**config.mk**
```make
export PLATFORM = sky130hd
export DESIGN_NAME = fba_ctrl
export DESIGN_NICKNAME = d
export VERILOG_FILES = /design/src/fba_pkg.sv /design/src/fba_ctrl.sv
export SDC_FILE = /design/constraint.sdc
export NUM_CORES = 1
export LEC_CHECK = 0
export ABC_AREA = 1
export BUFFER_PORTS_ARGS = -buffer_cell sky130_fd_sc_hd__buf_2
export CAP_MARGIN = 20
export CORE_AREA = 2 2 39 41
export CTS_CLUSTER_DIAMETER = 30
export CTS_CLUSTER_SIZE = 12
export DETAILED_ROUTE_END_ITERATION = 16
export DIE_AREA = 0 0 41 43
export HOLD_SLACK_MARGIN = 0.08
export PLACE_DENSITY_LB_ADDON = 0.05
export SLEW_MARGIN = 20
export SYNTH_ARGS = -nofsm -noshare
export SYNTH_HDL_FRONTEND = slang
export SYNTH_SLANG_ARGS = --single-unit
```
**constraint.sdc**
```tcl
create_clock -name i_clk -period 1.2 [get_ports i_clk]
set_input_delay 0.24 -clock i_clk [delete_from_list [all_inputs] [get_ports i_clk]]
set_output_delay 0.24 -clock i_clk [all_outputs]
set_load 0.02 [all_outputs]
```
**src/fba_pkg.sv**
```systemverilog
// Shared types, codes and helper functions of the frame bitmap allocator.
package fba_pkg;

    localparam int CNT_W = 17;
    localparam logic [CNT_W-1:0] COUNT_MAX = 17'h1FFFF;

    localparam logic [1:0] ACT_ALLOC   = 2'd0;
    localparam logic [1:0] ACT_FREE    = 2'd1;
    localparam logic [1:0] ACT_MARK    = 2'd2;
    localparam logic [1:0] ACT_RESERVE = 2'd3;

    localparam logic [1:0] ST_DONE    = 2'd0;
    localparam logic [1:0] ST_NOFREE  = 2'd1;
    localparam logic [1:0] ST_BEYOND  = 2'd2;
    localparam logic [1:0] ST_NOCHG   = 2'd3;

    typedef struct packed {
        logic idle;
        logic clear_wr;
        logic load;
        logic check;
        logic out_load;
    } t_cmd;

    typedef struct packed {
        logic early;
        logic clear_last;
        logic walk_done;
        logic out_free;
    } t_sts;

    function automatic logic [CNT_W-1:0] sat_add(input logic [CNT_W-1:0] c,
                                                 input logic [CNT_W-1:0] n);
        logic [CNT_W:0] s;
        s = {1'b0, c} + {1'b0, n};
        return (s > {1'b0, COUNT_MAX}) ? COUNT_MAX : s[CNT_W-1:0];
    endfunction

    function automatic logic [CNT_W-1:0] sat_sub(input logic [CNT_W-1:0] c,
                                                 input logic [CNT_W-1:0] n);
        return (c >= n) ? (c - n) : '0;
    endfunction

endpackage

```
**src/fba_ctrl.sv**
```systemverilog
// Controller state machine of the frame bitmap allocator.
module fba_ctrl (
    input  logic          i_clk,
    input  logic          i_rst_n,
    input  logic          i_valid,
    input  fba_pkg::t_sts i_sts,
    output fba_pkg::t_cmd o_cmd
);

    typedef enum logic [4:0] {
        S_CLEAR = 5'b00001,
        S_IDLE  = 5'b00010,
        S_READ  = 5'b00100,
        S_CHECK = 5'b01000,
        S_DONE  = 5'b10000
    } t_state;

    t_state r_state;
    t_state n_state;

    always_comb begin
        n_state = r_state;
        o_cmd   = '0;
        case (r_state)
            S_CLEAR: begin
                o_cmd.clear_wr = 1'b1;
                if (i_sts.clear_last) begin
                    n_state = S_IDLE;
                end
            end
            S_IDLE: begin
                o_cmd.idle = 1'b1;
                if (i_valid) begin
                    o_cmd.load = 1'b1;
                    n_state    = i_sts.early ? S_DONE : S_READ;
                end
            end
            S_READ: begin
                n_state = S_CHECK;
            end
            S_CHECK: begin
                o_cmd.check = 1'b1;
                n_state     = i_sts.walk_done ? S_DONE : S_READ;
            end
            S_DONE: begin
                if (i_sts.out_free) begin
                    o_cmd.out_load = 1'b1;
                    n_state        = S_IDLE;
                end
            end
            default: begin
                n_state = S_CLEAR;
            end
        endcase
    end

    always_ff @(posedge i_clk) begin
        if (!i_rst_n) begin
            r_state <= S_CLEAR;
        end else begin
            r_state <= n_state;
        end
    end

endmodule

```
==> results.json <==
{
  "hold_path_depth": 2,
  "comb_power_share": 0.555,
  "p_int_uw": 646,
  "track_usage": 0.123,
  "finalMaxSlewViolations": 0,
  "ys_types": 14,
  "p_clk_frac": 0.169,
  "cp_cell_sequence": "nor2_4 > buf_4 > nand3_2 > inv_2 > buf_6",
  "dp_hpwl_um": 652,
  "cap_viol_max_count": 0,
  "place_inst": 82,
  "vias_per_cell": 4.55,
  "cts_tree": "built",
  "coreArea_um2": 1380,
  "utilization": 0.394,
  "top_regs": "r_state: 5 flops",
  "timing.slew.headroom": 0.835,
  "postSynthCellCount": 55,
  "timing.final.ws_setup_ps": -146,
  "grt_pass1_wl_mm": 1.44,
  "io_pins": 12,
  "antenna_found_initial": 0,
  "cp_num_buf_inv": 3,
  "start_kind": "flop",
  "cts_buffers": 3,
  "cp_slowest_stage_delay_ps": 330,
  "initialDrtViolationCount": 5,
  "worst_pin_slew_ps": 247,
  "grt_pass1_vias": 351,
  "final.min_clock_period_ps": 1350,
  "clock-sinks": 5,
  "drc": 0,
  "cts_max_level": 1,
  "report.final.setup_viol": 5,
  "crit_required_ps": 960,
  "dieWidth_um": 41,
  "end_kind": "output pin",
  "rsz0062_at_grt": "yes",
  "dieArea_um2": 1760,
  "place_congestion": 0.724,
  "cts_hold_buf": 0,
  "finalNonFillerCells": 91,
  "cts_root_buffer": "clkbuf_4",
  "largest_reg_flops": 5,
  "path_class": "reg -> out",
  "nets": 83,
  "nFillCells": 175,
  "violations": "setup timing",
  "overflow": 0,
  "hp-class": "in -> reg",
  "path_clk_slew_ps": 40,
  "n_antenna_cell": 0,
  "leakage_nw": 0.286,
  "max-vdd-ir-drop_mv": 0.695,
  "worstRegToRegCells": 5,
  "clock_path_buffers": 2,
  "worstPathArrival_ps": 1110,
  "synth_nets": 62,
  "final_layout_size_suffix_gt1_frac": 0.493,
  "grt_max_degree": 6,
  "cp_num_cells": 5,
  "area_growth_pct": 56.8,
  "swShare": 0.430,
  "clk_latency_ps": 240,
  "final-hold-violation-count": 0,
  "start_util": 0.251,
  "finClkSkew_ps": 0.674,
  "mostFrequentLayoutCells": "inv_1 (9), nand2_1 (8), nor2_1 (8)",
  "syn_area_um2": 348,
  "crit_family": "flip-flops",
  "std_cell_rows": 14,
  "p_sw_uw": 487,
  "ys_seq_elements": 5,
  "cp_slowest_cell": "dfxtp_2",
  "yosysWarnings": 0,
  "max_freq_ghz": 0.743,
  "routedWlPerCell_um": 10.1,
  "via_count": 414,
  "routed_wl_um": 918,
  "largest-register": "r_state",
  "outcome": "finished with violations",
  "ys_seq_area_frac": 0.288,
  "fp.dieH_um": 43,
  "pwr-share-seq": 0.276,
  "port_buffers": 11,
  "pwr_density_cell_nw_per_um2": 2080,
  "syn_avg_cell_area_um2": 6.32,
  "dr.pass1.iters": 6,
  "ant_nets": 0,
  "final_common_cell": "inv_1",
  "worst-path-max-fanout": 5,
  "period_share": 1.12,
  "setup_tns_ps": -546
}
## power by group through the flow
| stage | sequential, mW | combinational, mW | clock [mW] |
|---|---|---|---|
| finish | 0.313 | 0.629 | 0.191 |
| detailed placement | 0.269 | 0.447 | 0 |
| floorplan | 0.259 | 0.348 | 0 |
| global placement | 0.272 | 0.454 | 0 |
| global route | 0.320 | 0.689 | 0.206 |
| CTS | 0.300 | 0.561 | 0.198 |
## area by class of cell
type | instances | area (um2) | area share
flip-flops and latches | 5 | 110 | 0.202
repair buffers | 16 | 116 | 0.213
well taps | 16 | 20.0 | 0.0367
multi-input cells | 37 | 224 | 0.411
inverters | 13 | 48.8 | 0.0894
clock buffers | 4 | 26.3 | 0.0482
## stage by stage
step                worst slack (ps)  hold slack, ps  cell area [um2]  power [mW]
global placement                45.4             480              423       0.726
detailed placement              71.4             474              423       0.716
CTS                             -132             228              517        1.06
floorplan                       75.9             324              348       0.607
global route                    -199             244              546        1.22
finish                          -146             230              546        1.13
## worst reg2reg max path, stage by stage (launching register included)
cell,delay [ps]
dfxtp_2,330
nor2_4,150
buf_4,140
nand4_1,220
nand4_1,170
nor2_1,50
## Yosys cell counts
cell / instances / share of area
inv_1: 12 / 0.13
nor2_1: 10 / 0.11
nand2_1: 8 / 0.086
nand3_1: 7 / 0.10
dfxtp_1: 5 / 0.29
nand4_1: 3 / 0.054
nand3_2: 2 / 0.058
nor2_4: 2 / 0.065
a21oi_1: 1 / 0.014
inv_2: 1 / 0.011
nand2_2: 1 / 0.018
nand4_2: 1 / 0.036
nor2_2: 1 / 0.018
o21ai_1: 1 / 0.014
## metal layers
| metal | vias up | global-route usage | part of all wire |
|---|---|---|---|
| met5 | - | 0 | 0 |
| met4 | 0 | 0.0800 | 0.0065 |
| met3 | 2 | 0.0314 | 0.062 |
| met2 | 14 | 0.172 | 0.51 |
| met1 | 182 | 0.158 | 0.42 |
| li1 | 216 | - | - |
## cells by family (layout without fill, tap and decap cells)
logic type	after synthesis	count (layout)	share of synthesized area
AO/OA/AOI/OAI	2	2	0.0287
AND/OR/NAND/NOR	35	35	0.543
flip-flops	5	5	0.288
buffers and inverters	13	33	0.140
## worst paths after layout
path              startpoint    endpoint  slack, ps
hold reg to reg   r_state[3]  r_state[3]        560
setup / recovery  r_state[3]    o_cmd[3]       -150
setup reg to reg  r_state[3]  r_state[2]         30
hold / removal       i_rst_n  r_state[0]        230
## repair_timing
action,4_1_cts,5_1_grt
pin swaps,3,3
resized for setup,17,6
buffers inserted,3,2
endpoints found under the setup margin,5,7
(Power assumes the default switching activity.)
